[config.mk]
export PLATFORM = sky130hd
export DESIGN_NAME = wgtmax_front
export DESIGN_NICKNAME = d
export VERILOG_FILES = /design/src/rtl/core/wgtmax_pkg.sv /design/src/rtl/core/wgtmax_front.sv
export SDC_FILE = /design/constraint.sdc
export NUM_CORES = 1
export LEC_CHECK = 0
export BUFFER_PORTS_ARGS = -buffer_cell sky130_fd_sc_hd__buf_4
export CAP_MARGIN = 0
export CORE_MARGIN = 3
export CORE_UTILIZATION = 35
export CTS_CLUSTER_DIAMETER = 40
export DETAILED_ROUTE_END_ITERATION = 8
export PLACE_DENSITY = 0.51
export RECOVER_POWER = 50
export SLEW_MARGIN = 25
export SYNTH_ARGS = -nofsm -noshare
export SYNTH_HDL_FRONTEND = slang
export SYNTH_SLANG_ARGS = --single-unit
export TNS_END_PERCENT = 30
[constraint.sdc]
create_clock -name clk -period 2.9 [get_ports clk]
set_input_delay 0.29 -clock clk [delete_from_list [all_inputs] [get_ports clk]]
set_output_delay 0.29 -clock clk [all_outputs]
set_load 0.005 [all_outputs]
[src/rtl/core/wgtmax_pkg.sv]
// Shared types, constants and saturation helper for the weight histogram block.
package wgtmax_pkg;

    localparam logic signed [47:0] SUM_MAX = 48'sh7FFF_FFFF_FFFF;
    localparam logic signed [47:0] SUM_MIN = 48'sh8000_0000_0000;

    localparam logic CMD_ADD  = 1'b0;
    localparam logic CMD_SCAN = 1'b1;

    typedef struct packed {
        logic               command;
        logic [7:0]         obs_value;
        logic signed [31:0] obs_weight;
        logic [7:0]         scan_low;
        logic [7:0]         scan_high;
        logic               maximize;
    } item_t;

    typedef struct packed {
        logic signed [47:0] best_sum;
        logic [7:0]         best_first;
        logic [7:0]         best_last;
        logic               range_empty;
    } result_t;

    // Classified operation as it sits in the queue
    typedef struct packed {
        logic               is_scan;
        logic [7:0]         bin;
        logic signed [31:0] weight;
        logic [7:0]         lo;
        logic [7:0]         hi;
        logic               maximize;
    } op_t;

    typedef struct packed {
        logic valid;
        op_t  op;
    } head_t;

    typedef struct packed {
        logic clearing;
    } back_status_t;

    function automatic logic signed [47:0] sat48(input logic signed [48:0] v);
        logic signed [47:0] r;
        if (v > 49'sh0_7FFF_FFFF_FFFF)
            r = SUM_MAX;
        else if (v < -49'sh0_8000_0000_0000)
            r = SUM_MIN;
        else
            r = v[47:0];
        return r;
    endfunction

endpackage

[src/rtl/core/wgtmax_front.sv]
// Front end: takes commands, drops out-of-range adds, and queues operations for the back end.
module wgtmax_front #(
    parameter int NUM_VALUES = 256
) (
    input  logic                      clk,
    input  logic                      rst_n,
    input  logic                      start,
    output logic                      busy,
    input  wgtmax_pkg::item_t         item,
    input  wgtmax_pkg::back_status_t  status,
    output wgtmax_pkg::head_t         head,
    input  logic                      pop
);
    import wgtmax_pkg::*;

    localparam int DEPTH = 4;
    localparam int PW    = $clog2(DEPTH);

    op_t             queue_reg [DEPTH];
    logic [PW-1:0]   wr_ptr_reg, wr_ptr_next;
    logic [PW-1:0]   rd_ptr_reg, rd_ptr_next;
    logic [PW:0]     count_reg, count_next;

    logic            take;
    logic            keep;
    logic            push;
    op_t             op_in;

    assign take = start && !busy;
    // adds to bins beyond the histogram have no effect
    assign keep = (item.command == CMD_SCAN) ||
                  ({24'd0, item.obs_value} < 32'(NUM_VALUES));
    assign push = take && keep;

    always_comb
    begin
        op_in.is_scan  = (item.command == CMD_SCAN);
        op_in.bin      = item.obs_value;
        op_in.weight   = item.obs_weight;
        op_in.lo       = item.scan_low;
        op_in.hi       = item.scan_high;
        op_in.maximize = item.maximize;
    end

    assign busy = (count_reg == (PW+1)'(DEPTH)) || status.clearing;

    assign head.valid = (count_reg != '0);
    assign head.op    = queue_reg[rd_ptr_reg];

    always_comb
    begin
        wr_ptr_next = push ? wr_ptr_reg + 1'b1 : wr_ptr_reg;
        rd_ptr_next = pop ? rd_ptr_reg + 1'b1 : rd_ptr_reg;
        count_next  = count_reg + (PW+1)'(push) - (PW+1)'(pop);
    end

    always_ff @(posedge clk or negedge rst_n)
    begin
        if (!rst_n)
        begin
            wr_ptr_reg <= '0;
            rd_ptr_reg <= '0;
            count_reg  <= '0;
        end
        else
        begin
            wr_ptr_reg <= wr_ptr_next;
            rd_ptr_reg <= rd_ptr_next;
            count_reg  <= count_next;
        end
    end

    always_ff @(posedge clk)
    begin
        if (push)
        begin
            queue_reg[wr_ptr_reg] <= op_in;
        end
    end

endmodule

==> results of run 1 <==
## cell usage in the layout, fill, tap and decap left out, types with 2 or more instances in the layout
cell type / synthesis / final
clkbuf_1: 0 / 63
dfrtp_1: 7 / 5
inv_1: 7 / 7
clkinv_2: 0 / 3
clkbuf_16: 0 / 37
dlygate4sd3_1: 0 / 60
ha_1: 6 / 6
clkinvlp_4: 0 / 3
buf_4: 1 / 67
clkinv_1: 0 / 3
and2_4: 0 / 3
buf_12: 6 / 7
mux4_2: 58 / 58
dfrtp_4: 0 / 2
edfxtp_1: 232 / 232
inv_6: 0 / 6
xnor2_1: 4 / 4
clkinv_4: 0 / 2
bufinv_16: 0 / 6
## cells by family (layout without fill, tap and decap cells)
kind of cell	Yosys count	after routing	share of synthesized area, %
adder cells (fa/ha/maj)	7	7	1.07
flip-flops	239	239	80.6
XOR/XNOR	5	5	0.494
multiplexers	59	59	14.9
AND/OR/NAND/NOR	9	9	0.790
buffers and inverters	21	266	2.20
## repair_timing
item                                   in CTS  in global routing
endpoints found under the hold margin     240                  0
buffers inserted                            0                  0
hold buffers                               60                  0
## metrics by stage
stage	area, µm²	power (mW)
after floorplan	8860	6.14
after global placement	10200	7.36
after detailed placement	10200	7.41
after CTS	12100	11.9
after global routing	11800	12.2
final	11800	11.6
## worst min-delay path, delay by kind of cell
family,cells,cell delay [ns]
xor gates and xnor gates,1,0.12
and+or+nand+nor,1,0.06
buffers and inverters,1,0.10
## how the worst max path moves through the flow
stage	from	end	slack, ns
global route	rd_ptr_reg[0]	head[27]	0.29
global placement	count_reg[2]	count_reg[2]	0.69
detailed placement	count_reg[2]	count_reg[2]	0.60
CTS	rd_ptr_reg[0]	head[57]	0.36
floorplan	count_reg[2]	queue_reg[0][0]	0.24
finish	rd_ptr_reg[0]	head[23]	0.42
## cell type report
type / count / area [µm²] / area share (%)
clock buffer: 41 / 941 / 7.95
multi-input combinational: 80 / 1530 / 12.9
inverter: 7 / 26.3 / 0.222
sequential: 239 / 7150 / 60.4
timing repair buffer: 194 / 1470 / 12.4
tap: 324 / 405 / 3.43
clock inverter: 24 / 310 / 2.62
## per-layer routing
metal | share of wire (%) | track usage (%) | up-vias
li1 | - | - | 1894
met1 | 41 | 16.1 | 2218
met2 | 53 | 22.6 | 97
met3 | 4.7 | 3.07 | 20
met4 | 1.5 | 4.00 | 0
met5 | 0 | 0 | -
## cells in the mapped netlist
cell      instances
or3_1             1
xor2_1            1
dfrtp_1           7
buf_6             1
nor3b_4           1
fa_1              1
ha_1              6
mux4_2           58
and2_1            4
buf_2             6
xnor2_1           4
nand2_1           1
inv_1             7
buf_12            6
buf_4             1
edfxtp_1        232
nor2_1            1
nor3b_2           1
mux2_1            1
## report_power, final
group | switching (mW) | internal, mW | total [mW]
registers | 0.255 | 4.23 | 4.48
clock network | 1.50 | 2.90 | 4.39
logic | 1.15 | 1.61 | 2.76
==> metrics.txt, run 1 <==
relative slew slack ~57%; max-cap violations 0; register area share after synthesis 80.6%; final net count 628; WP data required around 2.6 ns; hold depth 3; Worst EP arrival 2.19 ns; Placed Cells just under 800; setup_tns 0 ns; fin. max-slew vios 0; P&R area growth vs syn 33.5%; Yosys reg bits ~240; WL/cell between 15 and 20 µm; CTS tree yes; peak supply drop about 450 µV; Avg Inst Size Synth ~26 µm²; Cell variety after synth 19; Vias/cell ~4.7; Final Non-Filler Cells 909; Final ANT Viol Nets 0; post-synth top area cell edfxtp_1; Reg clk slew, reported paths 0.05 ns; clk_skew 0.0110 ns; final setup fails 0; first-pass GRT wire length between 20000 and 30000 µm; largest cells by area after synthesis edfxtp_1 79%, mux4_2 15%, dfrtp_1 2.0%, buf_12 1.4%, ha_1 0.85%; CP max-delay cell dfrtp_4; clk root buf clkbuf_16; measured slew at the worst slew-check pin 0.646 ns; WP depth 3; I/O pin count between 100 and 150; r2r startpoint count_reg[2]; layout cells sized above 1 33.7%; GRT Total Usage between 10% and 20%; syn_nets 410; final worst hold slack 0.128 ns; Leak between 3 and 4 nW; CP peak stage delay roughly 0.67 ns; Synth Cell Area a little under 0.009 mm²; remaining global-route overflow 0; unrepaired setup endpoints after global routing false; clock buffer depth 3; later-pin clock latency in the skew report 0.49 ns; initial antenna violation count 0; Startpoint Class flop; post-synth top area share between 70% and 80%; fin util slightly below 50%; Via Count around 4200; Die W around 170 µm; r2r endpoint queue_reg[1][22]; DIE HEIGHT 165 µm; Buf/Inv on CP 2; dpl ws between 0.5 and 0.6 ns; R2R Setup Slk between 0.5 and 0.6 ns; worst hold endpoint wr_ptr_reg[0]; DPL Wire Length 10300 µm; Tcrit/Tclk final 85.6%; vias in the first global route 4771; min-delay src status; Hold Violations, Final 0; Max FO, Critical Path 25; Post-CTS Resized 0; CP top delay family flip-flops; clk sinks approximately 240; Final min period about 2.5 ns; Die Area 0.0273 mm²; Post-Route WL around 17000 µm; Core Rows 57; crit path kind flop to primary output; worst setup margin approximately 0.42 ns; initial drt markers approximately 210; Critical Path Sink Type primary output; Achievable Freq 403 MHz; Initial Util a little over a third; PortBufs roughly 120; Syn. warnings 0; largest net degree at the start of global routing 37; status finished clean; GP Congestion between 0.7 and 0.8; Core Footprint about 0.025 mm²; H-tree levels 2; CTS buffer count 36; max reg flops 232; DR pass1 iterations 4; PD cells a little under 1000 mW/mm²; worst reg-to-reg path cell count 4; worst min path class primary input to flop; DRC violations left 0; n_diodes 0; Mapped Cells 340; CP cell instances buf_12 -> mux4_2 -> buf_4; Fill cells between 2000 and 2500
No activity file was read; power rests on OpenSTA's default activity.
==> run 2, diff against run 1 <==
--- a/config.mk
+++ b/config.mk
@@ -7,12 +7,13 @@
 export LEC_CHECK = 0
 export BUFFER_PORTS_ARGS = -buffer_cell sky130_fd_sc_hd__buf_4
 export CAP_MARGIN = 0
+export CELL_PAD_IN_SITES_DETAIL_PLACEMENT = 0
+export CELL_PAD_IN_SITES_GLOBAL_PLACEMENT = 1
 export CORE_MARGIN = 3
 export CORE_UTILIZATION = 35
 export CTS_CLUSTER_DIAMETER = 40
 export DETAILED_ROUTE_END_ITERATION = 8
-export PLACE_DENSITY = 0.51
-export RECOVER_POWER = 50
+export PLACE_DENSITY = 0.57
 export SLEW_MARGIN = 25
 export SYNTH_ARGS = -nofsm -noshare
 export SYNTH_HDL_FRONTEND = slang
==> metrics.txt, run 2 (same netlist as run 1, synthesis figures left out) <==
final worst hold slack 0.0917 ns (-0.0365 ns); Tcrit/Tclk final 89.2% (+3.6 points); first-pass GRT wire length 26200 µm (-1.8%); Post-Route WL 17200 µm (-0.20%); max-cap violations 0 (unchanged); area of the multi-input gates 0.00154 mm² (+0.49%); Die Area 0.0273 mm² (unchanged); most frequent CP cell buf_4; Die W 165 µm (unchanged); CP cell instances buf_4 -> mux4_2 -> buf_4; DRC violations left 0 (unchanged); PD cells 914 mW/mm² (-7.0%); DR pass1 iterations 4 (unchanged); Via Count 4163 (-1.6%); Final Cell Area 0.0118 mm² (-0.48%); Startpoint Class flop; R2R Setup Slk 0.57 ns (about the same); CTS tree yes; measured slew at the worst slew-check pin 0.429 ns (-0.217 ns); clk_skew 0.0153 ns (+0.00426 ns); Placed Cells 786 (+0.26%); largest net degree at the start of global routing 30 (-19%); H-tree levels 1 (-1); number of setup buffers added after CTS 0 (unchanged); dpl ws 0.573 ns (-0.0244 ns); status finished clean; worst min path class primary input to flop; clk root buf clkbuf_16; Max FO, Critical Path 18 (-28%); layout cells sized above 1 43.6% (+9.9 points); WL/cell 19.1 µm (+0.80%); initial antenna violation count 1 (+1); remaining global-route overflow 0 (unchanged); PortBufs 122 (unchanged); Pwr Total 10.8 mW (-7.5%); initial drt markers 188 (-9.6%); peak supply drop 563 µV (+26%); Post-CTS Resized 0 (unchanged); fin. max-slew vios 0 (unchanged); final net count 624 (-0.64%); Achievable Freq 387 MHz (-4.0%); Worst EP arrival 2.30 ns (+0.11 ns); Initial Util 36.0% (unchanged); DPL Wire Length 10600 µm (+3.4%); Fill cells 2079 (+0.24%); later-pin clock latency in the skew report 0.53 ns (+0.04 ns); CP max-delay cell dfrtp_4; vias in the first global route 4696 (-1.6%); most frequent cells in the layout 232 x edfxtp_1, 131 x buf_4, 60 x dlygate4sd3_1; GP Congestion 0.682 (-6.4%); setup_tns 0 ns (unchanged); WP data required 2.61 ns (about the same); GRT Total Usage 12.7% (-0.27 points); Final min period 2.59 ns (+0.105 ns); Critical Path Sink Type primary output; I/O pin count 123 (unchanged); n_diodes 0 (unchanged); Hold Violations, Final 0 (unchanged); register area 0.00715 mm² (unchanged); unrepaired setup endpoints after global routing false; DIE HEIGHT 165 µm (unchanged); clk sinks 239 (unchanged); Reg clk slew, reported paths 0.06 ns (about the same); clock buffer depth 3 (unchanged); most common cell after layout, fill and taps aside edfxtp_1; worst setup margin 0.314 ns (-0.105 ns); CP peak stage delay 0.66 ns (about the same); CTS buffer count 30 (-17%); Final ANT Viol Nets 0 (unchanged); DP Area 0.0102 mm² (about the same); Leak 4.07 nW (+1.8%); fin util 47.9% (-0.23 points); Vias/cell 4.63 (-0.58%); crit path kind flop to primary output; Core Footprint 0.0246 mm² (unchanged); Final Non-Filler Cells 900 (-0.99%); P&R area growth vs syn 32.9%; max reg flops 232 (unchanged); Core Rows 57 (unchanged); CTS hold repair buffers 60 (unchanged); relative slew slack 71.4% (+14 points); final setup fails 0 (unchanged)
run 2: power by group:
part	total, mW	switching, mW	internal [mW]
logic	2.78	1.15	1.63
clock network	3.50	1.36	2.15
registers	4.48	0.253	4.23
run 2: path summary, 6_finish.rpt:
path | start | endpoint | cells past startpoint
worst max-delay path | rd_ptr_reg[0] | head[22] | 3
worst min-delay path | status | wr_ptr_reg[0] | 3
worst max register to register | count_reg[2] | count_reg[2] | 10
worst min register to register | count_reg[2] | count_reg[2] | 1
max in group asynchronous | rst_n | rd_ptr_reg[1] | 2
min in group asynchronous | rst_n | rd_ptr_reg[0] | 2
run 2: area by class of cell:
class | count | area share, %
clock inverter | 19 | 1.57
multi-input combinational | 80 | 13.0
sequential | 239 | 60.7
inverter | 7 | 0.223
clock buffer | 35 | 6.71
tap | 324 | 3.44
timing repair buffer | 196 | 14.3
run 2: metal layers:
layer	wire length (µm)	global-route usage (%)
met3	928	3.14
met5	13	0
met4	307	3.13
met2	9140	22.7
met1	6790	15.5
run 2: critical path, delay by kind of cell (launching register included):
kind     cells  cell delay, ns
flops        1            0.66
buf+inv      2            0.53
mux          1            0.57
==> run 3, diff against run 2 <==
--- a/config.mk
+++ b/config.mk
@@ -10,10 +10,10 @@
 export CELL_PAD_IN_SITES_DETAIL_PLACEMENT = 0
 export CELL_PAD_IN_SITES_GLOBAL_PLACEMENT = 1
 export CORE_MARGIN = 3
-export CORE_UTILIZATION = 35
+export CORE_UTILIZATION = 50
 export CTS_CLUSTER_DIAMETER = 40
 export DETAILED_ROUTE_END_ITERATION = 8
-export PLACE_DENSITY = 0.57
+export PLACE_DENSITY = 0.77
 export SLEW_MARGIN = 25
 export SYNTH_ARGS = -nofsm -noshare
 export SYNTH_HDL_FRONTEND = slang
==> metrics.txt, run 3 (same netlist as run 1, synthesis figures left out) <==
uppermost layer routed met4; DP Area 0.0101 mm² (-1.3%); Critical Path Sink Type primary output; Max FO, Critical Path 26 (+8); GP Congestion 0.722 (+5.9%); P&R area growth vs syn 31.7%; worst min path class primary input to flop; crit path kind flop to primary output; initial antenna violation count 0 (-1); largest net degree at the start of global routing 44 (+47%); PD cells 930 mW/mm² (+1.8%); register area 0.00715 mm² (about the same); GRT Total Usage 17.4% (+4.7 points); Leak 4.07 nW (+0.14%); Die Area 0.0194 mm² (-29%); peak supply drop 720 µV (+28%); initial drt markers 322 (+71%); DPL Wire Length 9650 µm (-9.0%); Core Footprint 0.0173 mm² (-30%); unrepaired setup endpoints after global routing false; clk sinks 239 (unchanged); max-cap violations 0 (unchanged); CP cell instances buf_12 -> mux4_2 -> buf_4; number of setup buffers added after CTS 0 (unchanged); Final min period 2.60 ns (+0.0118 ns); CTS buffer count 30 (unchanged); clk_skew 0.0153 ns (-0.0000238 ns); Worst EP arrival 2.31 ns (about the same); n_diodes 0 (unchanged); Vias/cell 5.24 (+13%); Core Rows 48 (-16%); vias in the first global route 4656 (-0.85%); WL/cell 20.7 µm (+8.5%); Initial Util 51.2% (+15 points); Fill cells 1131 (-46%); fin. max-slew vios 0 (unchanged); metal2 WL 8550 µm (-6.4%); DR pass1 iterations 4 (unchanged); area of the multi-input gates 0.00154 mm² (unchanged); Hold Violations, Final 0 (unchanged); most common cell after layout, fill and taps aside edfxtp_1; Final Cell Area 0.0117 mm² (-0.89%); final net count 620 (-0.64%); CTS tree yes; final setup fails 0 (unchanged); met1 WL 6810 µm (+0.24%); WP data required 2.61 ns (about the same); remaining global-route overflow 0 (unchanged); DIE HEIGHT 139 µm (-16%); PortBufs 122 (unchanged); DRC violations left 0 (unchanged); setup_tns 0 ns (unchanged); DR WL met3 961 µm (+3.6%); Post-CTS Resized 0 (unchanged); clk root buf clkbuf_16; later-pin clock latency in the skew report 0.53 ns (about the same); Via Count 4190 (+0.65%); status finished clean; clock buffer depth 3 (unchanged); CTS hold repair buffers 60 (unchanged); Post-Route WL 16600 µm (-3.7%); Final ANT Viol Nets 0 (unchanged); most frequent cells in the layout 232 x edfxtp_1, 125 x buf_4, 60 x dlygate4sd3_1; H-tree levels 1 (unchanged); layout cells sized above 1 42.3% (-1.2 points); Tcrit/Tclk final 89.6% (+0.41 points); CP max-delay cell dfrtp_4; relative slew slack 63.0% (-8.4 points); Achievable Freq 385 MHz (-0.45%); measured slew at the worst slew-check pin 0.555 ns (+0.126 ns); CP peak stage delay 0.79 ns (+0.13 ns); Startpoint Class flop; Die W 139 µm (-16%); I/O pin count 123 (unchanged); first-pass GRT wire length 26100 µm (-0.50%); max reg flops 232 (unchanged); Reg clk slew, reported paths 0.06 ns (about the same)
-- run 3: cell count changes in the layout (fill, tap and decap cells not counted), sizes merged --
| cell | change |
|---|---|
| clkinv | +5 |
| bufinv | +1 |
| clkinvlp | -3 |
| buf | -4 |
| inv | -1 |
-- run 3: worst paths after layout --
kind                          startpoint            end  slack [ns]  cells past startpoint
max in group asynchronous          rst_n  rd_ptr_reg[0]        2.65                      2
setup / recovery           rd_ptr_reg[0]       head[15]        0.30                      3
min in group asynchronous          rst_n   count_reg[0]        0.11                      2
hold / removal                    status  wr_ptr_reg[0]        0.08                      3
hold reg to reg             count_reg[2]   count_reg[2]        0.54                      1
setup reg to reg            count_reg[2]   count_reg[2]        0.44                     10
-- run 3: stage by stage --
stage	cells	total power, mW	util, %	hold slack [ns]	worst slack [ns]
after global placement	683	7.27	58.2	0.107	0.711
after global routing	799	11.4	67.5	0.0812	0.139
after floorplan	340	6.14	-	-0.00559	0.235
after CTS	799	11.0	67.5	0.0710	0.206
after detailed placement	683	7.33	58.2	0.111	0.490
final	799	10.9	67.5	0.0829	0.302
-- run 3: worst max-delay path: cells and delay by family (launching register included) --
kind                   cells  cell delay, ns
DFF                        1            0.79
muxes                      1            0.54
buffers and inverters      2            0.43
-- run 3: area by class of cell --
| type | count | area share (%) |
|---|---|---|
| flip-flops and latches | 239 | 61.2 |
| inverters | 7 | 0.225 |
| clock buffers | 35 | 6.77 |
| multi-input cells | 80 | 13.2 |
| well taps | 225 | 2.41 |
| clock inverters | 21 | 1.81 |
| repair buffers | 192 | 14.4 |
-- run 3: power breakdown --
part,switching (mW),internal [mW]
combinational,1.11,1.64
sequential,0.279,4.22
clock,1.37,2.23
-- run 3: metal layers --
metal / track usage, % / up-vias
li1: - / 1875
met1: 23.4 / 2165
met2: 29.0 / 128
met3: 4.14 / 22
met4: 4.48 / 0
met5: 0 / -
